## config.mk

```make
export PLATFORM = sky130hd
export DESIGN_NAME = gmrc_div
export DESIGN_NICKNAME = d
export VERILOG_FILES = /design/src/rtl/gmrc_pkg.sv /design/src/rtl/gmrc_div.sv
export SDC_FILE = /design/constraint.sdc
export NUM_CORES = 2
export LEC_CHECK = 0
export ABC_AREA = 1
export BUFFER_PORTS_ARGS = -buffer_cell sky130_fd_sc_hd__buf_2
export CORE_UTILIZATION = 35
export DETAILED_ROUTE_END_ITERATION = 16
export PLACE_DENSITY_LB_ADDON = 0.2
export SKIP_CTS_REPAIR_TIMING = 1
export SLEW_MARGIN = 5
export SYNTH_ARGS = -nofsm -noshare
export SYNTH_HDL_FRONTEND = slang
export SYNTH_SLANG_ARGS = --single-unit
```

## constraint.sdc

```tcl
create_clock -name aclk -period 15.4 [get_ports aclk]
set_input_delay 3.08 -clock aclk [delete_from_list [all_inputs] [get_ports aclk]]
set_output_delay 3.08 -clock aclk [all_outputs]
set_load 0.005 [all_outputs]
```

## src/rtl/gmrc_pkg.sv

```systemverilog
// shared types, codes and constants of the guarded monotonic and realtime clock
`timescale 1ns / 1ps

package gmrc_pkg;

    localparam int NOW_W    = 63;
    localparam int SEC_W    = 34;
    localparam int NSEC_W   = 30;
    localparam int ID_W     = 4;
    localparam int WANT_W   = 64;
    localparam int CALC_W   = 66;
    localparam int QUOT_W   = 34;
    localparam int QUEUE_DEPTH_DEFAULT = 4;

    localparam logic [NOW_W-1:0]  VALUE_MAX  = {NOW_W{1'b1}};
    localparam logic [NSEC_W-1:0] NS_PER_SEC = 30'd1_000_000_000;

    localparam logic OP_GET = 1'b0;
    localparam logic OP_SET = 1'b1;

    localparam logic [ID_W-1:0] CLK_REALTIME         = 4'd0;
    localparam logic [ID_W-1:0] CLK_MONOTONIC        = 4'd1;
    localparam logic [ID_W-1:0] CLK_REALTIME_COARSE  = 4'd5;
    localparam logic [ID_W-1:0] CLK_MONOTONIC_COARSE = 4'd6;
    localparam logic [ID_W-1:0] CLK_BOOTTIME         = 4'd7;

    localparam logic CFG_REALTIME_START = 1'b0;
    localparam logic CFG_MONOTIME_START = 1'b1;

    typedef enum logic [1:0] {
        STATUS_OK       = 2'd0,
        STATUS_INVALID  = 2'd1,
        STATUS_OVERFLOW = 2'd2
    } status_t;

    typedef enum logic [1:0] {
        KIND_GET_MONO,
        KIND_GET_REAL,
        KIND_SET,
        KIND_BAD
    } kind_t;

    typedef struct packed {
        kind_t              kind;
        logic [NOW_W-1:0]   host_now;
        logic [WANT_W-1:0]  want;
    } item_t;

    typedef struct packed {
        status_t            status;
        logic [NOW_W-1:0]   value;
    } result_t;

endpackage

```

## src/rtl/gmrc_div.sv

```systemverilog
// result stage: splits the clock value into seconds and nanoseconds by reciprocal multiplication
`timescale 1ns / 1ps

module gmrc_div (
    input  logic                            aclk,
    input  logic                            aresetn,
    input  logic                            en,
    input  logic                            in_valid,
    input  gmrc_pkg::result_t               in_result,
    output logic                            m_valid,
    output logic [1:0]                      m_status,
    output logic [gmrc_pkg::SEC_W-1:0]      m_seconds,
    output logic [gmrc_pkg::NSEC_W-1:0]     m_nanoseconds
);

    // one second is 2^9 times 5^9: the low 9 bits pass through, the rest is divided by 5^9
    localparam int NW  = gmrc_pkg::NOW_W;
    localparam int QW  = gmrc_pkg::QUOT_W;
    localparam int SW  = 9;
    localparam int VW  = NW - SW;
    localparam int HW  = VW / 2;
    localparam int OW  = gmrc_pkg::NSEC_W - SW;
    localparam int RW  = 55;
    localparam int RLW = 28;
    localparam int LLW = HW + RLW;
    localparam int LHW = HW + RW - RLW;
    localparam int HLW = VW - HW + RLW;
    localparam int HHW = VW - HW + RW - RLW;
    localparam int XW  = LLW + 1;
    localparam int PW  = VW + RW;
    localparam int PSH = VW + OW;

    // ceil(2^75 / 5^9), exact for every 54-bit dividend
    localparam logic [OW-1:0] ODD   = 21'd1_953_125;
    localparam logic [RW-1:0] RECIP = 55'd19_342_813_113_834_067;

    logic [VW-1:0]          scaled;
    logic [HW-1:0]          scaled_lo;
    logic [VW-HW-1:0]       scaled_hi;
    logic [PW-1:0]          product;
    logic [QW-1:0]          quot;
    logic [OW-1:0]          quot_times_odd;
    logic [OW-1:0]          rem_odd;

    logic                   d1_valid_reg;
    gmrc_pkg::status_t      d1_status_reg;
    logic [SW-1:0]          d1_low_reg;
    logic [OW-1:0]          d1_tail_reg;
    logic [LLW-1:0]         d1_ll_reg;
    logic [LHW-1:0]         d1_lh_reg;
    logic [HLW-1:0]         d1_hl_reg;
    logic [HHW-1:0]         d1_hh_reg;

    logic                   d2_valid_reg;
    gmrc_pkg::status_t      d2_status_reg;
    logic [SW-1:0]          d2_low_reg;
    logic [OW-1:0]          d2_tail_reg;
    logic [LLW-1:0]         d2_ll_reg;
    logic [XW-1:0]          d2_cross_reg;
    logic [HHW-1:0]         d2_hh_reg;

    logic                   d3_valid_reg;
    gmrc_pkg::status_t      d3_status_reg;
    logic [SW-1:0]          d3_low_reg;
    logic [OW-1:0]          d3_tail_reg;
    logic [QW-1:0]          d3_quot_reg;

    logic                   d4_valid_reg;
    gmrc_pkg::status_t      d4_status_reg;
    logic [QW-1:0]          d4_sec_reg;
    logic [gmrc_pkg::NSEC_W-1:0] d4_nsec_reg;

    always_comb begin
        scaled         = in_result.value[NW-1:SW];
        scaled_lo      = scaled[HW-1:0];
        scaled_hi      = scaled[VW-1:HW];
        product        = PW'(d2_ll_reg) + (PW'(d2_cross_reg) << HW) +
                         (PW'(d2_hh_reg) << (HW + RLW));
        quot           = product[PW-1:PSH];
        quot_times_odd = d3_quot_reg[OW-1:0] * ODD;
        rem_odd        = d3_tail_reg - quot_times_odd;
    end

    always_ff @(posedge aclk) begin
        if (!aresetn) begin
            d1_valid_reg <= 1'b0;
            d2_valid_reg <= 1'b0;
            d3_valid_reg <= 1'b0;
            d4_valid_reg <= 1'b0;
        end else if (en) begin
            d1_valid_reg <= in_valid;
            d2_valid_reg <= d1_valid_reg;
            d3_valid_reg <= d2_valid_reg;
            d4_valid_reg <= d3_valid_reg;
        end
    end

    always_ff @(posedge aclk) begin
        if (en) begin
            d1_status_reg <= in_result.status;
            d1_low_reg    <= in_result.value[SW-1:0];
            d1_tail_reg   <= scaled[OW-1:0];
            d1_ll_reg     <= LLW'(scaled_lo) * LLW'(RECIP[RLW-1:0]);
            d1_lh_reg     <= LHW'(scaled_lo) * LHW'(RECIP[RW-1:RLW]);
            d1_hl_reg     <= HLW'(scaled_hi) * HLW'(RECIP[RLW-1:0]);
            d1_hh_reg     <= HHW'(scaled_hi) * HHW'(RECIP[RW-1:RLW]);

            d2_status_reg <= d1_status_reg;
            d2_low_reg    <= d1_low_reg;
            d2_tail_reg   <= d1_tail_reg;
            d2_ll_reg     <= d1_ll_reg;
            d2_cross_reg  <= XW'({d1_lh_reg, 1'b0}) + XW'(d1_hl_reg);
            d2_hh_reg     <= d1_hh_reg;

            d3_status_reg <= d2_status_reg;
            d3_low_reg    <= d2_low_reg;
            d3_tail_reg   <= d2_tail_reg;
            d3_quot_reg   <= quot;

            d4_status_reg <= d3_status_reg;
            d4_sec_reg    <= d3_quot_reg;
            d4_nsec_reg   <= {rem_odd, d3_low_reg};
        end
    end

    assign m_valid       = d4_valid_reg;
    assign m_status      = d4_status_reg;
    assign m_seconds     = d4_sec_reg;
    assign m_nanoseconds = d4_nsec_reg;

endmodule

```

==> flow_metrics.env <==
export IMPL_synthDistinctLibCells=48
export IMPL_setup_viol=0
export IMPL_routabilityCongestion=0.9994
export IMPL_cp_cell_sequence="buf_2 -> inv_1 -> ha_1 -> inv_1 -> ha_1 -> inv_1 -> fa_1 -> inv_1 -> fa_1 -> fa_1 -> fa_1 -> inv_1 -> fa_1 -> inv_1 -> ha_1 -> nand2_1 -> o21ai_0 -> nand2_1 -> nand2_1 -> o21bai_1 -> a21oi_1 -> xnor2_1"
export IMPL_min_period_ns=9.222
export IMPL_vias_per_cell=4.878
export IMPL_crit_path_start_kind="input port"
export IMPL_drv_slew=0
export IMPL_worst_path_max_fanout=14
export IMPL_crit_path_frequent_cell="inv_1"
export IMPL_globalRouteOverflowTotal=0
export IMPL_grt_max_degree=171
export IMPL_clkTransAtPathRegs_ns=0.06
export IMPL_slowest_stage="fa_1"
export IMPL_slew_limit_headroom=0.3197
export IMPL_worst_pin_slew_ns=1.020
export IMPL_area_growth_syn_to_layout_pct=8.712
export IMPL_synth_cells=8674
export IMPL_cp_num_buf_inv=7
export IMPL_setup_tns_ns=0
export IMPL_min_path_type="flip-flop to flip-flop"
export IMPL_largest_register_ffs=56
export IMPL_max_stage_delay_ns=0.57
export IMPL_drc=0
export IMPL_dr_pass1_iters=6
export IMPL_grt_pass1_wl_mm=392.1
export IMPL_drive_gt1_frac=0.03816
export IMPL_antenna_found_initial=10
export IMPL_numCtsBuffers=68
export IMPL_start_util=0.3529
export IMPL_ys_seq_elements=510
export IMPL_grt_pass1_vias=60800
export IMPL_grt_util_all_layers=0.2371
export IMPL_root_buffer="clkbuf_16"
export IMPL_synth_ff_type="edfxtp_1"
export IMPL_postRouteAntennaNets=0
export IMPL_period_share=0.5988
export IMPL_finalHoldViolCount=0
export IMPL_wirelength_mm=262.2
export IMPL_path_class="input port to flip-flop"
export IMPL_synth_edf_count=506
export IMPL_die_x_um=473.2
export IMPL_ys_warn_count=0
export IMPL_cp_data_arrival_time_ns=9.64
export IMPL_seq_area_frac_synth=0.1966
export IMPL_endpoint_kind="flip-flop"
export IMPL_numClockSinks=510
export IMPL_synth_avg_cell_area_um2=8.957
export IMPL_routedWlPerCell_um=22.04
export IMPL_cp_required_ns=15.81
export IMPL_portBuffers=135
export IMPL_fin_nets=11290
export IMPL_fin_skew_ns=0.04729
export IMPL_status="completed"
export IMPL_max_cap_viol_count=0
export IMPL_dp_hpwl_mm=230.3
export IMPL_cp_top_family="adder cells"
export IMPL_syn_area_um2=77700
export IMPL_rsz0062_at_grt="no"
export IMPL_clock_latency_ns=0.69
export IMPL_fmax_ghz=0.1084
export IMPL_synthArstFlopShare=0
export IMPL_row_count=172
export IMPL_cts_htree_levels=3
export IMPL_drt_iter0_drc=4227
export IMPL_dieArea_um2=223900
export IMPL_dieHeight_um=473.2
export IMPL_vias=58030
export IMPL_io_pins=136
export IMPL_cts_path_max_buffers=3
export IMPL_synth_nets=11070
export IMPL_core_area_um2=220200
export IMPL_rrSetupSlack_ns=9.31
export IMPL_cts_tree="done"
area by class of cell:
| cell class | instances | area, um^2 |
|---|---|---|
| clock inverter | 46 | 565.5 |
| antenna | 2 | 5.005 |
| tap | 2958 | 3701 |
| timing repair buffer | 144 | 778.2 |
| sequential | 510 | 15270 |
| inverter | 2314 | 8686 |
| fill | 22500 | 135700 |
| clock buffer | 74 | 1724 |
| multi-input combinational | 5849 | 53730 |
placed cells by master (no fill, tap or decap), drive strengths merged, types with 49 or more instances in the layout:
cell and count:
a21oi 428, buf 144, clkbuf 74, edfxtp 506
fa 1032, ha 1298, inv 2321, nand2 1301
nand3 247, nand4 70, nor2 668, nor3 70
o21ai 294, o21bai 49, xnor2 57, xor2 161
cells by family after synthesis:
family                   after synthesis  synth area share
AND/OR/NAND/NOR                     2415            0.1293
XOR/XNOR                             218           0.02457
flip-flops                           510            0.1966
adder cells (fa/ha/maj)             2330            0.4749
AO/OA/AOI/OAI                        886           0.06271
buffers and inverters               2315            0.1119
cells in the mapped netlist, types with 12 or more instances:
cell / n / area [um^2]
o21ai_0: 268 / 1341
o21ai_1: 19 / 95.09
a21oi_1: 421 / 2107
nor3_1: 58 / 290.3
edfxtp_1: 506 / 15190
xor2_1: 161 / 1410
fa_1: 1032 / 20660
nand2_1: 1281 / 4808
nor3_2: 12 / 120.1
nand3_1: 241 / 1206
a21boi_0: 12 / 90.09
inv_1: 2306 / 8656
a31oi_1: 28 / 175.2
a21o_1: 39 / 292.8
nand4_1: 70 / 437.9
xnor2_1: 57 / 499.2
nor4_1: 14 / 87.58
o21a_1: 17 / 127.6
nor2_1: 645 / 2421
nand2_2: 20 / 125.1
o21bai_1: 47 / 352.8
nor2_2: 22 / 137.6
nand3b_1: 14 / 105.1
ha_1: 1298 / 16240
and3_1: 15 / 93.84
path summary, 6_finish.rpt:
kind	endpoint	start	cells past startpoint
worst max-delay path	d1_ll_reg[31]	in_result[34]	22
worst min-delay path	d3_tail_reg[10]	d2_tail_reg[10]	0
worst min register to register	d3_tail_reg[10]	d2_tail_reg[10]	0
worst max register to register	m_nanoseconds[29]	d3_quot_reg[3]	20
per-layer routing:
| metal | part of all wire | track usage |
|---|---|---|
| met2 | 0.45 | 0.3797 |
| met3 | 0.052 | 0.02962 |
| met4 | 0.023 | 0.05022 |
| met1 | 0.48 | 0.3407 |
| met5 | 0 | 0 |
metrics by stage:
| stage | area [um^2] | util | std cells | setup WS [ns] | hold slack (ns) |
|---|---|---|---|---|---|
| final | 84470 | 0.3837 | 11900 | 6.178 | 0.3725 |
| after global routing | 84460 | 0.3836 | 11900 | 6.070 | 0.3762 |
| after CTS | 84460 | 0.3836 | 11900 | 6.227 | 0.3622 |
| after detailed placement | 82170 | 0.3732 | 11780 | 5.517 | 0.4045 |
| after global placement | 82170 | 0.3732 | 11780 | 5.438 | 0.4008 |
| after floorplan | 77700 | - | 8674 | 7.338 | 0.4003 |
Power is not shown: default switching activity piles up to over one toggle a cycle in this logic, so the estimate is an artifact.
