===== src/rtl/gmrc_pkg.sv =====
// shared types, codes and constants of the guarded monotonic and realtime clock
`timescale 1ns / 1ps

package gmrc_pkg;

    localparam int NOW_W    = 63;
    localparam int SEC_W    = 34;
    localparam int NSEC_W   = 30;
    localparam int ID_W     = 4;
    localparam int WANT_W   = 64;
    localparam int CALC_W   = 66;
    localparam int QUOT_W   = 34;
    localparam int QUEUE_DEPTH_DEFAULT = 4;

    localparam logic [NOW_W-1:0]  VALUE_MAX  = {NOW_W{1'b1}};
    localparam logic [NSEC_W-1:0] NS_PER_SEC = 30'd1_000_000_000;

    localparam logic OP_GET = 1'b0;
    localparam logic OP_SET = 1'b1;

    localparam logic [ID_W-1:0] CLK_REALTIME         = 4'd0;
    localparam logic [ID_W-1:0] CLK_MONOTONIC        = 4'd1;
    localparam logic [ID_W-1:0] CLK_REALTIME_COARSE  = 4'd5;
    localparam logic [ID_W-1:0] CLK_MONOTONIC_COARSE = 4'd6;
    localparam logic [ID_W-1:0] CLK_BOOTTIME         = 4'd7;

    localparam logic CFG_REALTIME_START = 1'b0;
    localparam logic CFG_MONOTIME_START = 1'b1;

    typedef enum logic [1:0] {
        STATUS_OK       = 2'd0,
        STATUS_INVALID  = 2'd1,
        STATUS_OVERFLOW = 2'd2
    } status_t;

    typedef enum logic [1:0] {
        KIND_GET_MONO,
        KIND_GET_REAL,
        KIND_SET,
        KIND_BAD
    } kind_t;

    typedef struct packed {
        kind_t              kind;
        logic [NOW_W-1:0]   host_now;
        logic [WANT_W-1:0]  want;
    } item_t;

    typedef struct packed {
        status_t            status;
        logic [NOW_W-1:0]   value;
    } result_t;

endpackage


===== src/rtl/gmrc_front.sv =====
// request front end: accepts beats, classifies them and forms the requested set time
`timescale 1ns / 1ps

module gmrc_front (
    input  logic                           aclk,
    input  logic                           aresetn,
    input  logic                           s_valid,
    output logic                           s_ready,
    input  logic                           s_operation,
    input  logic [gmrc_pkg::ID_W-1:0]      s_clock_id,
    input  logic [gmrc_pkg::NOW_W-1:0]     s_host_now,
    input  logic [gmrc_pkg::SEC_W-1:0]     s_set_seconds,
    input  logic [gmrc_pkg::NSEC_W-1:0]    s_set_nanoseconds,
    output logic                           push_valid,
    input  logic                           push_ready,
    output gmrc_pkg::item_t                push_item
);

    logic                           front_valid_reg;
    gmrc_pkg::item_t                item_reg;
    gmrc_pkg::item_t                item_next;
    logic [gmrc_pkg::WANT_W-1:0]    product;

    always_comb begin
        product = gmrc_pkg::WANT_W'(s_set_seconds) * gmrc_pkg::WANT_W'(gmrc_pkg::NS_PER_SEC);
        item_next.host_now = s_host_now;
        item_next.want     = product + gmrc_pkg::WANT_W'(s_set_nanoseconds);
        if (s_operation == gmrc_pkg::OP_SET) begin
            item_next.kind = (s_clock_id == gmrc_pkg::CLK_REALTIME) ?
                             gmrc_pkg::KIND_SET : gmrc_pkg::KIND_BAD;
        end else if (s_clock_id == gmrc_pkg::CLK_MONOTONIC ||
                     s_clock_id == gmrc_pkg::CLK_MONOTONIC_COARSE ||
                     s_clock_id == gmrc_pkg::CLK_BOOTTIME) begin
            item_next.kind = gmrc_pkg::KIND_GET_MONO;
        end else if (s_clock_id == gmrc_pkg::CLK_REALTIME ||
                     s_clock_id == gmrc_pkg::CLK_REALTIME_COARSE) begin
            item_next.kind = gmrc_pkg::KIND_GET_REAL;
        end else begin
            item_next.kind = gmrc_pkg::KIND_BAD;
        end
    end

    assign s_ready    = !front_valid_reg || push_ready;
    assign push_valid = front_valid_reg;
    assign push_item  = item_reg;

    always_ff @(posedge aclk) begin
        if (!aresetn) begin
            front_valid_reg <= 1'b0;
        end else if (s_ready) begin
            front_valid_reg <= s_valid;
        end
    end

    always_ff @(posedge aclk) begin
        if (s_valid && s_ready) begin
            item_reg <= item_next;
        end
    end

endmodule


===== config.mk =====
export PLATFORM = sky130hd
export DESIGN_NAME = gmrc_front
export DESIGN_NICKNAME = d
export VERILOG_FILES = /design/src/rtl/gmrc_pkg.sv /design/src/rtl/gmrc_front.sv
export SDC_FILE = /design/constraint.sdc
export NUM_CORES = 1
export LEC_CHECK = 0
export ABC_AREA = 1
export CELL_PAD_IN_SITES_DETAIL_PLACEMENT = 0
export CELL_PAD_IN_SITES_GLOBAL_PLACEMENT = 1
export CORE_MARGIN = 1
export CORE_UTILIZATION = 51
export DETAILED_ROUTE_END_ITERATION = 12
export DONT_BUFFER_PORTS = 1
export PLACE_DENSITY = 0.91
export REMOVE_ABC_BUFFERS = 1
export SLEW_MARGIN = 20
export SYNTH_ARGS = -nofsm -noshare
export SYNTH_HDL_FRONTEND = slang
export SYNTH_SLANG_ARGS = --single-unit

===== constraint.sdc =====
create_clock -name aclk -period 10 [get_ports aclk]
set_input_delay 1.5 -clock aclk [delete_from_list [all_inputs] [get_ports aclk]]
set_output_delay 1.5 -clock aclk [all_outputs]
set_load 0.005 [all_outputs]

==> results_dict.tcl, run 1 <==
set metrics [dict create \
    status "finished, final reports clean" \
    port_buffers 0 \
    htree_levels 4 \
    drtIter0Drc 1128 \
    cts_tree "done" \
    ys_top_cells_by_count "inv_1, nand2_1, fa_1" \
    cts-buffers-inserted 17 \
    hpwl_um 55600 \
    die_area_mm2 0.0451 \
    worst_ep_required_time_ns 10.20 \
    ctsResizeCount 0 \
    min_from "push_valid$_SDFFE_PN0N_" \
    clock_latency_ns 0.44 \
    antenna_found_initial 5 \
    fp-row-count 76 \
    hold_class "reg -> reg" \
    cp-end-kind "flop" \
    post_drt_wl_per_cell_um 18.8 \
    netlist_instances 2679 \
    cts_sinks 130 \
    grt_pass1_wl_um 98100 \
    cp-startpoint "s_set_seconds[8]" \
    path_class "in -> reg" \
    drive_gt1_frac 0.0497 \
    r2r_cells 4 \
    cpMostUsedCell "nand2_1" \
    cpPeakStageDelay_ns 0.53 \
    ys_ff_latch 130 \
    cp-endpoint "push_item[60]$_DFFE_PP_" \
    critPathMaxFanout 7 \
    first_pass_iters 7 \
    fmax_ghz 0.122 \
    ant_nets 0 \
    synth_top_area_share 0.297 \
    ys.flop_type "edfxtp_1" \
    drt-vias-per-instance 5.14 \
    cts_root_buf "clkbuf_16" \
    relSlewSlack 0.617 \
    synthArstFlopShare 0 \
    fin_crit_sh 0.818 \
    setup_viol 0 \
    drv_slew 0 \
    r2r-start "push_valid$_SDFFE_PN0N_" \
    coreArea_mm2 0.0434 \
    initial_utilization 0.521 \
    cp-start-kind "primary input" \
    grt_use_total 0.288 \
    vias 17000 \
    syn_to_final_growth_pct 6.13 \
    skew_ns 0.0235 \
    crit_arrival_ns 8.38 \
    reg2reg_to "push_item[108]$_DFFE_PP_" \
    cts_hold_repair.buffers 0 \
    tns_ns 0 \
    maxCapViolCount 0 \
    tightest_slew_ns 0.570 \
    synth_area_mm2 0.0226 \
    finalCriticalPeriod_ns 8.18 \
    io_pins 267 \
    synth_warnings 0 \
    rsz0062_at_grt "false" \
    place_congestion 0.970 \
    drt-total-wl_um 62000 \
    synth_area_leaders "fa_1, edfxtp_1, ha_1, inv_1, nand2_1" \
    grt_pass1_vias 18100 \
    die_h_um 212 \
    avgSynthCellArea_um2 8.43 \
    clk_pin_slew_ns 0.07 \
    hold_viol 0 \
    synth_top_area_cell "fa_1" \
    synth.most_common_cell "inv_1" \
    ys_seq_area_frac 0.172 \
    drc 0 \
    cpMaxStageDelayCell "fa_1" \
    synthDistinctLibCells 37 \
    grt_start_max_net_pins 89 \
    reg2reg_slack_ns 7.93 \
    synth-edff-count 129 \
    final_nets 3468 \
    grt-ovfl-total 0 \
    cts_setup_buffers 0 \
    die_x_um 212 \
    cts_buffer_depth 2 \
]
critical path: cells and delay by family:
| family | cells | cell delay [ns] |
|---|---|---|
| AND/OR/NAND/NOR | 14 | 2.04 |
| XOR/XNOR | 1 | 0.19 |
| buffers and inverters | 6 | 0.34 |
| adder cells (fa/ha/maj) | 9 | 3.96 |
| AO/OA/AOI/OAI | 1 | 0.33 |
how the worst min path moves through the flow:
stage	slack [ns]	cells after the start	endpoint
final	0.61	2	push_valid$_SDFFE_PN0N_
after global routing	0.68	2	push_valid$_SDFFE_PN0N_
after CTS	0.62	2	push_valid$_SDFFE_PN0N_
after detailed placement	0.61	2	push_valid$_SDFFE_PN0N_
after global placement	0.59	2	push_valid$_SDFFE_PN0N_
after floorplan	0.52	2	push_valid$_SDFFE_PN0N_
state kept, by name, indices dropped and copies added, names as in the netlist:
signal	count
push_item	129
push_valid	1
layout by cell type, fill, tap and decap left out, types with 6 or more instances in the layout:
master / Yosys / routed
fa_1: 335 / 335
a21oi_1: 48 / 47
nor2_1: 116 / 116
nor2_4: 10 / 10
inv_2: 12 / 12
ha_1: 296 / 296
nand4_1: 37 / 37
a21o_1: 7 / 7
nand2_2: 29 / 29
inv_1: 803 / 803
xnor2_1: 13 / 13
nand2_1: 593 / 593
o21ai_0: 12 / 12
edfxtp_1: 129 / 129
nand3_1: 92 / 92
nor2_2: 29 / 29
inv_6: 0 / 6
nor3_1: 14 / 14
xor2_1: 50 / 50
clkbuf_16: 0 / 17
clkinv_1: 7 / 7
nand3_2: 15 / 15
cell families (layout without fill, tap and decap cells):
group           count (synthesis)  after routing  share of synthesized area
buf+inv                       822            857                      0.137
fa+ha+maj                     631            631                      0.461
simple gates                  944            944                      0.183
compound gates                 89             89                     0.0227
xor+xnor                       63             63                     0.0244
flops                         130            130                      0.172
other cells                     0              5                          0
final cells by class:
class / count / area, µm²
Fill cell: 4013 / 19400
Multi-Input combinational cell: 1727 / 15600
Sequential cell: 130 / 3890
Inverter: 822 / 3090
Tap cell: 585 / 732
Clock buffer: 17 / 425
Clock inverter: 15 / 160
Timing Repair Buffer: 3 / 42.5
Antenna cell: 5 / 12.5
layer usage:
metal  vias to the layer above  GRT usage  wire (µm)
li1                       8050          -          -
met1                      8270      0.355      25300
met2                       581      0.518      31500
met3                        96     0.0344       3500
met4                         0      0.102       1750
met5                         -          0          0
metrics by stage:
step | area [µm²] | hold WS (ns) | utilization | setup slack [ns] | instances
after floorplan | 22600 | 0.523 | - | 1.59 | 2679
after global placement | 23300 | 0.587 | 0.538 | 1.42 | 3266
after detailed placement | 23300 | 0.608 | 0.538 | 1.44 | 3266
after CTS | 23900 | 0.616 | 0.552 | 1.87 | 3298
after global routing | 24000 | 0.682 | 0.553 | 1.50 | 3304
final | 24000 | 0.614 | 0.553 | 1.82 | 3304
Power of run 1 is left out: the tool's default activity adds up to more than one toggle a clock period on the data nets, which glitch-free logic cannot reach.
==> run 2: changes to the inputs <==
--- a/config.mk
+++ b/config.mk
@@ -9,10 +9,10 @@
 export CELL_PAD_IN_SITES_DETAIL_PLACEMENT = 0
 export CELL_PAD_IN_SITES_GLOBAL_PLACEMENT = 1
 export CORE_MARGIN = 1
-export CORE_UTILIZATION = 51
+export CORE_UTILIZATION = 46
 export DETAILED_ROUTE_END_ITERATION = 12
 export DONT_BUFFER_PORTS = 1
-export PLACE_DENSITY = 0.91
+export PLACE_DENSITY = 0.87
 export REMOVE_ABC_BUFFERS = 1
 export SLEW_MARGIN = 20
 export SYNTH_ARGS = -nofsm -noshare
==> constraint.sdc (replaced) <==
create_clock -name aclk -period 7 [get_ports aclk]
set_input_delay 1.05 -clock aclk [delete_from_list [all_inputs] [get_ports aclk]]
set_output_delay 1.05 -clock aclk [all_outputs]
set_load 0.005 [all_outputs]
==> results_dict.tcl, run 2 (synthesized netlist as in run 1, its figures left out) <==
set metrics [dict create \
    place_congestion 0.923 \
    initial_utilization 0.470 \
    skew_ns 0.0129 \
    regArea_mm2 0.00389 \
    io_pins 267 \
    cp-endpoint "push_item[43]$_DFFE_PP_" \
    coreArea_mm2 0.0480 \
    fill_cells 4336 \
    grt-ovfl-total 0 \
    layout_commonest_cell "inv_1" \
    fp-row-count 80 \
    drt-vias-per-instance 4.89 \
    cts_hold_repair.buffers 0 \
    cpMaxStageDelayCell "fa_1" \
    vias 17800 \
    relSlewSlack 0.327 \
    syn_to_final_growth_pct 21.5 \
    tns_ns 0 \
    post_drt_wl_per_cell_um 17.5 \
    stdcell_area_mm2 0.0275 \
    port_buffers 0 \
    drv_slew 0 \
    critPathMaxFanout 7 \
    drive_gt1_frac 0.217 \
    clk_pin_slew_ns 0.07 \
    cp-start-kind "primary input" \
    worst_ep_required_time_ns 7.17 \
    critPathTopFamily "adder cells" \
    hold_class "reg -> reg" \
    reg2reg_slack_ns 4.73 \
    first_pass_iters 8 \
    fmax_ghz 0.147 \
    cts-buffers-inserted 17 \
    worstPathBufferInverterCount 10 \
    ant_nets 0 \
    drt-total-wl_um 63600 \
    die_area_mm2 0.0500 \
    grt_pass1_vias 18700 \
    cts_tree "done" \
    grt_pass1_wl_um 99300 \
    crit_arrival_ns 6.97 \
    cts_sinks 130 \
    largest_register_ffs 129 \
    die_x_um 224 \
    hpwl_um 56500 \
    cpMostUsedCell "fa_1" \
    htree_levels 4 \
    cts_root_buf "clkbuf_16" \
    drc 0 \
    fin_crit_sh 0.971 \
    die_h_um 224 \
    maxCapViolCount 0 \
    finalCriticalPeriod_ns 6.79 \
    r2r-start "push_valid$_SDFFE_PN0N_" \
    status "finished, final reports clean" \
    final_nets 3771 \
    cts_buffer_depth 2 \
    clock_latency_ns 0.42 \
    multi_input_area_mm2 0.0167 \
    hold_viol 0 \
    cp-startpoint "s_set_seconds[6]" \
    drtIter0Drc 787 \
    setup_viol 0 \
    tightest_slew_ns 1.01 \
    placed_area_mm2 0.0255 \
    rsz0062_at_grt "true" \
    cpPeakStageDelay_ns 0.59 \
    cp-end-kind "flop" \
    path_class "in -> reg" \
    r2r_cells 3 \
    grt_use_total 0.261 \
    path_depth 30 \
    reg2reg_to "push_item[51]$_DFFE_PP_" \
    final_cell_mix "inv_1, nand2_1, fa_1" \
    antenna_found_initial 3 \
    grt_start_max_net_pins 83 \
]
## run 2: changes by cell type in the layout (fill, tap and decap cells not counted), moves of 18 or more
cell,delta
nand2_2,+64
nand2_4,+18
ha_1,-33
inv_2,+22
ha_4,+29
inv_1,-32
nor2_4,+27
nand2_1,-82
nor2_1,-39
buf_4,+301
## run 2: worst reg2reg max path, cell delays in order, from the launching register on
cell     delay, ns
dfxtp_1       0.36
a21oi_4       0.14
buf_4         0.45
buf_4         0.87
## run 2: area by class of cell
| class | instances | share of cell area |
|---|---|---|
| antenna | 1 | 0.0000912 |
| clock buffer | 17 | 0.0155 |
| clock inverter | 15 | 0.00688 |
| inverter | 822 | 0.114 |
| multi-input combinational | 1727 | 0.610 |
| sequential | 130 | 0.142 |
| tap | 615 | 0.0280 |
| timing repair buffer | 306 | 0.0841 |
## run 2: how the worst min path moves through the flow
| stage | start | depth (start not counted) | to | slack, ns |
|---|---|---|---|---|
| after floorplan | push_valid$_SDFFE_PN0N_ | 2 | push_valid$_SDFFE_PN0N_ | 0.52 |
| after global placement | push_valid$_SDFFE_PN0N_ | 2 | push_valid$_SDFFE_PN0N_ | 0.59 |
| after detailed placement | push_valid$_SDFFE_PN0N_ | 2 | push_valid$_SDFFE_PN0N_ | 0.63 |
| after CTS | push_valid$_SDFFE_PN0N_ | 2 | push_valid$_SDFFE_PN0N_ | 0.64 |
| after global routing | push_valid$_SDFFE_PN0N_ | 2 | push_valid$_SDFFE_PN0N_ | 0.66 |
| final | push_valid$_SDFFE_PN0N_ | 2 | push_valid$_SDFFE_PN0N_ | 0.63 |
## run 2: per-layer routing
| metal | part of all wire | global-route usage | up-vias | wire, µm |
|---|---|---|---|---|
| li1 | - | - | 8674 | - |
| met5 | 0 | 0 | - | 0 |
| met3 | 0.041 | 0.0338 | 82 | 2630 |
| met1 | 0.41 | 0.312 | 8582 | 26200 |
| met4 | 0.025 | 0.0667 | 0 | 1580 |
| met2 | 0.52 | 0.492 | 426 | 33200 |
## run 2: repair_timing
item | 4_1_cts | 5_1_grt
gates resized for setup | 19 | 266
pin swaps | 7 | 93
buffers inserted | 1 | 17
endpoints found under the setup margin | 23 | 32
## run 2: per-stage QoR
| step | setup slack (ns) | hold slack, ns | utilization | std cells |
|---|---|---|---|---|
| after global placement | -0.462 | 0.586 | 0.531 | 3582 |
| after global routing | -0.0360 | 0.660 | 0.571 | 3632 |
| final | 0.206 | 0.629 | 0.571 | 3633 |
| after CTS | 0.0134 | 0.640 | 0.546 | 3615 |
| after detailed placement | -0.602 | 0.629 | 0.531 | 3582 |
| after floorplan | -0.958 | 0.523 | - | 2679 |
Power of run 2 is left out for the same reason.
