File: src/rtl/gmrc_pkg.sv
// shared types, codes and constants of the guarded monotonic and realtime clock
`timescale 1ns / 1ps

package gmrc_pkg;

    localparam int NOW_W    = 63;
    localparam int SEC_W    = 34;
    localparam int NSEC_W   = 30;
    localparam int ID_W     = 4;
    localparam int WANT_W   = 64;
    localparam int CALC_W   = 66;
    localparam int QUOT_W   = 34;
    localparam int QUEUE_DEPTH_DEFAULT = 4;

    localparam logic [NOW_W-1:0]  VALUE_MAX  = {NOW_W{1'b1}};
    localparam logic [NSEC_W-1:0] NS_PER_SEC = 30'd1_000_000_000;

    localparam logic OP_GET = 1'b0;
    localparam logic OP_SET = 1'b1;

    localparam logic [ID_W-1:0] CLK_REALTIME         = 4'd0;
    localparam logic [ID_W-1:0] CLK_MONOTONIC        = 4'd1;
    localparam logic [ID_W-1:0] CLK_REALTIME_COARSE  = 4'd5;
    localparam logic [ID_W-1:0] CLK_MONOTONIC_COARSE = 4'd6;
    localparam logic [ID_W-1:0] CLK_BOOTTIME         = 4'd7;

    localparam logic CFG_REALTIME_START = 1'b0;
    localparam logic CFG_MONOTIME_START = 1'b1;

    typedef enum logic [1:0] {
        STATUS_OK       = 2'd0,
        STATUS_INVALID  = 2'd1,
        STATUS_OVERFLOW = 2'd2
    } status_t;

    typedef enum logic [1:0] {
        KIND_GET_MONO,
        KIND_GET_REAL,
        KIND_SET,
        KIND_BAD
    } kind_t;

    typedef struct packed {
        kind_t              kind;
        logic [NOW_W-1:0]   host_now;
        logic [WANT_W-1:0]  want;
    } item_t;

    typedef struct packed {
        status_t            status;
        logic [NOW_W-1:0]   value;
    } result_t;

endpackage

File: src/rtl/gmrc_back.sv
// clock state pipeline: monotonic guard, realtime sum and forward-only offset
`timescale 1ns / 1ps

module gmrc_back (
    input  logic                        aclk,
    input  logic                        aresetn,
    input  logic                        cfg_write,
    input  logic                        cfg_index,
    input  logic [gmrc_pkg::NOW_W-1:0]  cfg_data,
    input  logic                        en,
    input  logic                        in_valid,
    input  gmrc_pkg::item_t             in_item,
    output logic                        out_valid,
    output gmrc_pkg::result_t           out_result
);

    localparam int NW = gmrc_pkg::NOW_W;
    localparam int CW = gmrc_pkg::CALC_W;
    localparam logic signed [CW-1:0] MAX_EXT = {{(CW - NW){1'b0}}, gmrc_pkg::VALUE_MAX};

    logic [NW-1:0]  realtime_start_reg;
    logic [NW-1:0]  monotime_start_reg;
    logic [NW-1:0]  last_monotonic_reg;
    logic [NW-1:0]  last_monotonic_next;
    logic [NW-1:0]  realtime_offset_reg;

    // monotonic guard
    logic [NW-1:0]  prev;
    logic [NW-1:0]  prev_inc;
    logic           now_ahead;
    logic           prev_at_max;
    logic           mono_update;

    logic                       b1_valid_reg;
    gmrc_pkg::kind_t            b1_kind_reg;
    logic [NW-1:0]              b1_mono_reg;
    logic                       b1_fail_reg;
    logic [gmrc_pkg::WANT_W-1:0] b1_want_reg;

    logic                       b2_valid_reg;
    gmrc_pkg::kind_t            b2_kind_reg;
    logic [NW-1:0]              b2_mono_reg;
    logic                       b2_fail_reg;
    logic [gmrc_pkg::WANT_W-1:0] b2_want_reg;
    logic signed [CW-1:0]       b2_base_reg;
    logic signed [CW-1:0]       b2_base_next;

    logic                       b3_valid_reg;
    gmrc_pkg::kind_t            b3_kind_reg;
    logic [NW-1:0]              b3_mono_reg;
    logic                       b3_fail_reg;
    logic signed [CW-1:0]       b3_base_reg;
    logic signed [CW-1:0]       b3_lo_reg;
    logic signed [CW-1:0]       b3_hi_reg;
    logic signed [CW-1:0]       b3_cand_reg;

    logic                       out_valid_reg;
    gmrc_pkg::result_t          out_result_reg;
    gmrc_pkg::result_t          out_result_next;

    // offset stage
    logic signed [CW-1:0]       offset_ext;
    logic signed [CW-1:0]       realtime_sum;
    logic                       real_ok;
    logic                       advance;
    logic                       fits;
    logic                       offset_write;

    always_comb begin
        prev        = (last_monotonic_reg == '0) ? monotime_start_reg : last_monotonic_reg;
        prev_inc    = prev + 1'b1;
        now_ahead   = in_item.host_now > prev;
        prev_at_max = (prev == gmrc_pkg::VALUE_MAX);
        if (now_ahead) begin
            last_monotonic_next = in_item.host_now;
        end else if (prev_at_max) begin
            last_monotonic_next = prev;
        end else begin
            last_monotonic_next = prev_inc;
        end
        mono_update = en && in_valid && (in_item.kind != gmrc_pkg::KIND_BAD);
    end

    assign b2_base_next = CW'(b1_mono_reg) - CW'(monotime_start_reg) + CW'(realtime_start_reg);

    always_comb begin
        offset_ext   = CW'(realtime_offset_reg);
        realtime_sum = b3_base_reg + offset_ext;
        real_ok      = !b3_fail_reg && (offset_ext >= b3_lo_reg) && (offset_ext <= b3_hi_reg);
        advance      = b3_cand_reg > offset_ext;
        fits         = b3_cand_reg <= MAX_EXT;
        offset_write = 1'b0;
        out_result_next.value = '0;
        unique case (b3_kind_reg)
            gmrc_pkg::KIND_GET_MONO: begin
                out_result_next.status = b3_fail_reg ? gmrc_pkg::STATUS_OVERFLOW :
                                                       gmrc_pkg::STATUS_OK;
                out_result_next.value  = b3_fail_reg ? '0 : b3_mono_reg;
            end
            gmrc_pkg::KIND_GET_REAL: begin
                out_result_next.status = real_ok ? gmrc_pkg::STATUS_OK :
                                                   gmrc_pkg::STATUS_OVERFLOW;
                out_result_next.value  = real_ok ? realtime_sum[NW-1:0] : '0;
            end
            gmrc_pkg::KIND_SET: begin
                if (!real_ok) begin
                    out_result_next.status = gmrc_pkg::STATUS_OVERFLOW;
                end else if (advance && !fits) begin
                    out_result_next.status = gmrc_pkg::STATUS_INVALID;
                end else begin
                    out_result_next.status = gmrc_pkg::STATUS_OK;
                    offset_write           = advance;
                end
            end
            gmrc_pkg::KIND_BAD: begin
                out_result_next.status = gmrc_pkg::STATUS_INVALID;
            end
            default: begin
                out_result_next.status = gmrc_pkg::STATUS_INVALID;
            end
        endcase
    end

    assign out_valid  = out_valid_reg;
    assign out_result = out_result_reg;

    always_ff @(posedge aclk) begin
        if (!aresetn) begin
            realtime_start_reg  <= NW'(1);
            monotime_start_reg  <= NW'(1);
            last_monotonic_reg  <= '0;
            realtime_offset_reg <= '0;
            b1_valid_reg        <= 1'b0;
            b2_valid_reg        <= 1'b0;
            b3_valid_reg        <= 1'b0;
            out_valid_reg       <= 1'b0;
        end else begin
            if (cfg_write) begin
                if (cfg_index == gmrc_pkg::CFG_REALTIME_START) begin
                    realtime_start_reg <= cfg_data;
                end else begin
                    monotime_start_reg <= cfg_data;
                end
            end
            if (mono_update) begin
                last_monotonic_reg <= last_monotonic_next;
            end
            if (en && b3_valid_reg && offset_write) begin
                realtime_offset_reg <= b3_cand_reg[NW-1:0];
            end
            if (en) begin
                b1_valid_reg  <= in_valid;
                b2_valid_reg  <= b1_valid_reg;
                b3_valid_reg  <= b2_valid_reg;
                out_valid_reg <= b3_valid_reg;
            end
        end
    end

    always_ff @(posedge aclk) begin
        if (en) begin
            b1_kind_reg    <= in_item.kind;
            b1_mono_reg    <= now_ahead ? in_item.host_now : prev_inc;
            b1_fail_reg    <= !now_ahead && prev_at_max;
            b1_want_reg    <= in_item.want;

            b2_kind_reg    <= b1_kind_reg;
            b2_mono_reg    <= b1_mono_reg;
            b2_fail_reg    <= b1_fail_reg;
            b2_want_reg    <= b1_want_reg;
            b2_base_reg    <= b2_base_next;

            b3_kind_reg    <= b2_kind_reg;
            b3_mono_reg    <= b2_mono_reg;
            b3_fail_reg    <= b2_fail_reg;
            b3_base_reg    <= b2_base_reg;
            b3_lo_reg      <= -b2_base_reg;
            b3_hi_reg      <= MAX_EXT - b2_base_reg;
            b3_cand_reg    <= CW'(b2_want_reg) - b2_base_reg;

            out_result_reg <= out_result_next;
        end
    end

endmodule

File: config.mk
export PLATFORM = sky130hd
export DESIGN_NAME = gmrc_back
export DESIGN_NICKNAME = d
export VERILOG_FILES = /design/src/rtl/gmrc_pkg.sv /design/src/rtl/gmrc_back.sv
export SDC_FILE = /design/constraint.sdc
export NUM_CORES = 2
export LEC_CHECK = 0
export BUFFER_PORTS_ARGS = -buffer_cell sky130_fd_sc_hd__buf_2
export CAP_MARGIN = 20
export CORE_MARGIN = 2
export CORE_UTILIZATION = 35
export CTS_BUF_LIST = sky130_fd_sc_hd__clkbuf_16
export DETAILED_ROUTE_END_ITERATION = 16
export PLACE_DENSITY = 0.56
export SYNTH_ARGS = -nofsm -noshare
export SYNTH_HDL_FRONTEND = slang
export SYNTH_SLANG_ARGS = --single-unit
File: constraint.sdc
create_clock -name aclk -period 17.24 [get_ports aclk]
set_clock_uncertainty 0.1 [all_clocks]
set_input_delay 1.724 -clock aclk [delete_from_list [all_inputs] [get_ports aclk]]
set_output_delay 1.724 -clock aclk [all_outputs]
set_load 0.02 [all_outputs]
==> impl.org <==
** Power and ir drop
- Dividing total power by cell area gives a power density of ~120 mW/mm².
- Power share of the combinational group :: around a quarter
- Portion of total power attributed to the clock network :: between 30 and 40%
- Switching pwr :: 2380 µW
- Internal Dissipation :: approximately 5100 µW
- Leakage dissipation :: about 0.025 µW
- Worst vdd ir :: about 100 µV
- Share of total power in sequential cells :: between 40% and 50%
- In this run switching power makes up a little under a third of total power.

** GRT
- Global routing consumed, on the met2 layer, 29.1% of the routing resources.
- Maximum number of pins on one net before global-route repair :: between 100 and 150
- Total congestion overflow :: 0
- Via count of the first global-routing pass :: between 30000 and 40000
- For this run, global-route usage on met3 was measured as approximately 2.5%.
- GRT Util Overall :: 19.8%
- In the global route stage, met1 resource usage came out at 29.7%.
- The number of antenna violations at the first check in global routing came to 17.
- Most Crowded Layer GR :: met1
- First-pass GRT wire length :: 241000 µm

** Layout
- In the final design database the tool counted approximately 6300 nets.
- After filler insertion, the fill cell instance count of the layout stands at around 15000.
- Registers take approximately 0.027 mm².
- Compared with the post-synthesis result, the final layout area differs by 13.2%.
- Footprint of the multi-input gates :: ~0.026 mm²
- The post-route netlist has roughly a tenth of its cells at a drive strength greater than 1.

** Floorplanning
- After floorplanning, the core was sized to cover approximately 0.16 mm².
- Area enclosed by the die boundary :: between 0.15 and 0.2 mm²
- # rows :: around 150
- Count of boundary I/O pins :: approximately 260
- The die is approximately 400 µm tall.
- The initial utilization of the core area, before any placement, comes to between 30% and 40%.
- From left edge to right edge, the die measures between 300 and 400 µm.

** STA
- The clock period could shrink to between 7000 and 8000 ps.
- The number of pins exceeding their max-slew limit in the final report is 0.
- Relative slew slack :: between 20% and 30%
- After routing, the total negative slack on setup checks comes to 0 ps.
- Setup slack after layout :: between 10000 and 15000 ps
- Setup violations remaining at the end of the flow were counted as 0.
- RSZ-0062 raised after global routing :: false
- The hold violation count in the final report was 0.
- After layout, the worst path uses about two fifths of the clock period.
- At the pin with the least slew margin, the transition time is approximately 1100 ps.
- For this run, the top clock speed supported by timing is 141 MHz.

** CTS
- Setup Buffers After CTS :: 0
- TritonCTS built the clock tree.
- The longest clock path from root to sink contains 3 buffers.
- H-tree level count :: 3
- Resized Gates After CTS :: 0
- The tree built by TritonCTS fans out to 972 sinks.
- The tree is rooted in a sky130_fd_sc_hd__clkbuf_16.
- At the later pin of the worst-skew pair, clock insertion delay measures ~750 ps.
- In this run, CTS created clock tree buffers numbering between 100 and 150.
- Clock slew at reported path FFs :: approximately 60 ps
- The number of hold buffers added after CTS was 0.

** Yosys
- Post-synth design cell area :: 0.0549 mm²
- Counting instances in the post-synthesis netlist gives the leading cell types as sky130_fd_sc_hd__edfxtp_1 (716), sky130_fd_sc_hd__a21oi_1 (537), sky130_fd_sc_hd__nand2_1 (532).
- Most numerous cell in the Yosys netlist :: sky130_fd_sc_hd__edfxtp_1
- The synthesized design contains ~970 register bits.
- Sorting the synthesized cells by area gives the leading types as sky130_fd_sc_hd__edfxtp_1 (39%), sky130_fd_sc_hd__ha_1 (12%), sky130_fd_sc_hd__dfxtp_1 (9.3%), sky130_fd_sc_hd__a21oi_1 (4.9%), sky130_fd_sc_hd__xnor2_1 (4.2%).
- Top flip-flop cell by instance count after synthesis :: sky130_fd_sc_hd__edfxtp_1
- Yosys printed 0 warnings.
- Number of enable flip-flop cells after synthesis :: around 700
- Each instance of the synthesized netlist takes up on average between 10 and 15 µm².
- The biggest area contributor in the post-synthesis netlist is sky130_fd_sc_hd__edfxtp_1.
- Distinct cell type count of the synthesized netlist :: between 80 and 90
- Async set-or-reset flop fraction in the synthesized netlist :: 0%
- Syn Nets :: around 6000
- Sequential cells were found to cover approximately 49% of the synthesized design area.
- In this run the biggest area consumer among cell types represents roughly 40% of the synthesized area.
- Number of instances in the synthesized netlist :: around 5300

** Worst setup path
- Startpoint of the worst-slack reg-to-reg timing path :: b1_mono_reg[0]
- The worst setup path is captured at a register.
- The most critical setup path has its startpoint at b1_mono_reg[0].
- For the worst setup path, the data arrival time is between 7000 and 8000 ps.
- Of all nets on the critical path, the largest fanout is 6.
- Type of the setup path with the least slack :: register to register
- For the worst flop-to-flop path, the logic depth is 26.
- Critical Path Source Type :: register
- End of the worst register-to-register path :: b2_base_reg[62]
- Endpoint of the most critical setup path :: b2_base_reg[62]
- Flop-to-flop setup slack :: a little over 10000 ps
- Longest individual stage delay on the worst path :: between 900 and 1000 ps
- Critical path data required time :: around 18000 ps
- Crit-path slowest cell :: sky130_fd_sc_hd__o41ai_1

** Run
- Max-cap violations in this run came to 0.

** Drt
- The detailed router finished its first iteration with approximately 3000 violations.
- After detailed routing, the number of remaining DRC violations is 0.
- Total length of routed wires :: between 150000 and 200000 µm
- The first detailed-routing pass took 5 iterations.
- Dividing the detail-routed wire length by the instance count gives ~21 µm.
- Once detail routing completed, the nets flagged for antenna violations numbered 0.
- Using the TritonRoute via totals, the vias-per-cell ratio works out to 5.29.
- Via count of the routed design :: between 40000 and 50000

** Placement
- Total of buffers placed on input and output ports :: 263
- At the end of routability-driven placement, the weighted congestion stood at approximately 0.94.
- Once detailed placement completed, the half-perimeter wirelength came to between 100000 and 150000 µm.
- Before CTS, the worst setup slack after placement is roughly 10000 ps.

** Worst hold path
- In this run the worst hold path is classified as register to register.
- Counting instances, the worst hold path has a depth of 0.
- Startpoint of the tightest hold check path :: b2_mono_reg[47]

** Run status
- Run status :: finished clean
area by class of cell:
class	instances	area share, %
Antenna cell	2	0.00806
Inverter	402	2.44
Clock inverter	97	1.36
Clock buffer	115	4.63
Sequential cell	972	42.9
Timing Repair Buffer	296	2.56
Tap cell	2058	4.15
Multi-Input combinational cell	3759	42.0
cell usage in the layout, fill, tap and decap left out, types with 12 or more instances in the layout:
cell and n:
sky130_fd_sc_hd__edfxtp_1 716, sky130_fd_sc_hd__a21oi_1 536, sky130_fd_sc_hd__nand2_1 531, sky130_fd_sc_hd__ha_1 509, sky130_fd_sc_hd__inv_1 417, sky130_fd_sc_hd__nor2_1 306, sky130_fd_sc_hd__buf_2 262, sky130_fd_sc_hd__xnor2_1 260
sky130_fd_sc_hd__dfxtp_1 256, sky130_fd_sc_hd__a21o_1 236, sky130_fd_sc_hd__o21ai_0 213, sky130_fd_sc_hd__clkbuf_16 115, sky130_fd_sc_hd__nand4_1 103, sky130_fd_sc_hd__nand3_1 101, sky130_fd_sc_hd__xor2_1 90, sky130_fd_sc_hd__nor3_1 83
sky130_fd_sc_hd__mux2i_1 66, sky130_fd_sc_hd__a22o_1 61, sky130_fd_sc_hd__nor4_1 56, sky130_fd_sc_hd__o21a_1 47, sky130_fd_sc_hd__o21bai_1 44, sky130_fd_sc_hd__nor2b_1 40, sky130_fd_sc_hd__a211oi_1 38, sky130_fd_sc_hd__a31oi_1 37
sky130_fd_sc_hd__o211ai_1 36, sky130_fd_sc_hd__o221a_2 34, sky130_fd_sc_hd__buf_4 31, sky130_fd_sc_hd__and3_1 30, sky130_fd_sc_hd__nand2b_1 28, sky130_fd_sc_hd__clkinv_2 25, sky130_fd_sc_hd__or3_1 21, sky130_fd_sc_hd__clkinv_1 21
sky130_fd_sc_hd__or4_1 19, sky130_fd_sc_hd__o31a_1 18, sky130_fd_sc_hd__o31ai_1 16, sky130_fd_sc_hd__a211o_1 16, sky130_fd_sc_hd__and4_1 13, sky130_fd_sc_hd__mux2_2 12, sky130_fd_sc_hd__bufinv_16 12
cell families (layout without fill, tap and decap cells):
| family | after synthesis | count (layout) | share of synthesized area [%] |
|---|---|---|---|
| XOR/XNOR | 350 | 350 | 5.59 |
| adder cells (fa/ha/maj) | 513 | 513 | 11.8 |
| AO/OA/AOI/OAI | 1429 | 1429 | 16.7 |
| AND/OR/NAND/NOR | 1389 | 1389 | 11.9 |
| other | 0 | 2 | 0 |
| flip-flops | 972 | 972 | 48.5 |
| multiplexers | 78 | 78 | 1.45 |
| buffers and inverters | 580 | 910 | 4.04 |
worst max-delay path, delay by kind of cell (launching register included):
family / cells / cell delay, ps
compound gates: 12 / 3730
simple gates: 8 / 1390
fa+ha+maj: 3 / 960
flops: 1 / 380
buf+inv: 2 / 120
xor+xnor: 1 / 90
layer usage:
metal,wire length (µm),part of all wire (%)
met5,29,0.018
met2,67000,42
met1,80600,50
met4,5160,3.2
met3,8000,5.0
power groups by stage:
stage / combinational, µW / sequential [µW] / clock, µW
2_1_floorplan: 1340 / 3100 / 0
3_3_place_gp: 1830 / 3190 / 0
3_5_place_dp: 1840 / 3190 / 0
4_1_cts: 1860 / 3150 / 2480
5_1_grt: 2100 / 3190 / 2560
6_report: 1870 / 3150 / 2410
per-stage QoR:
stage	cell area [µm²]	utilization [%]	hold slack, ps	cells	total power, µW
2_1_floorplan	54900	-	300	5311	4430
3_3_place_gp	58400	37.4	301	7485	5020
3_5_place_dp	58400	37.4	305	7486	5030
4_1_cts	62100	39.8	300	7698	7490
5_1_grt	62100	39.8	316	7701	7840
6_report	62100	39.8	290	7701	7430
worst min path at each step:
stage,slack [ps],end
6_report,290,b3_mono_reg[47]
3_5_place_dp,300,b2_want_reg[42]
3_3_place_gp,300,b3_mono_reg[15]
2_1_floorplan,300,b2_fail_reg
4_1_cts,300,b3_mono_reg[47]
5_1_grt,320,b3_mono_reg[47]
Note: power is estimated with default switching activity, not from simulation.
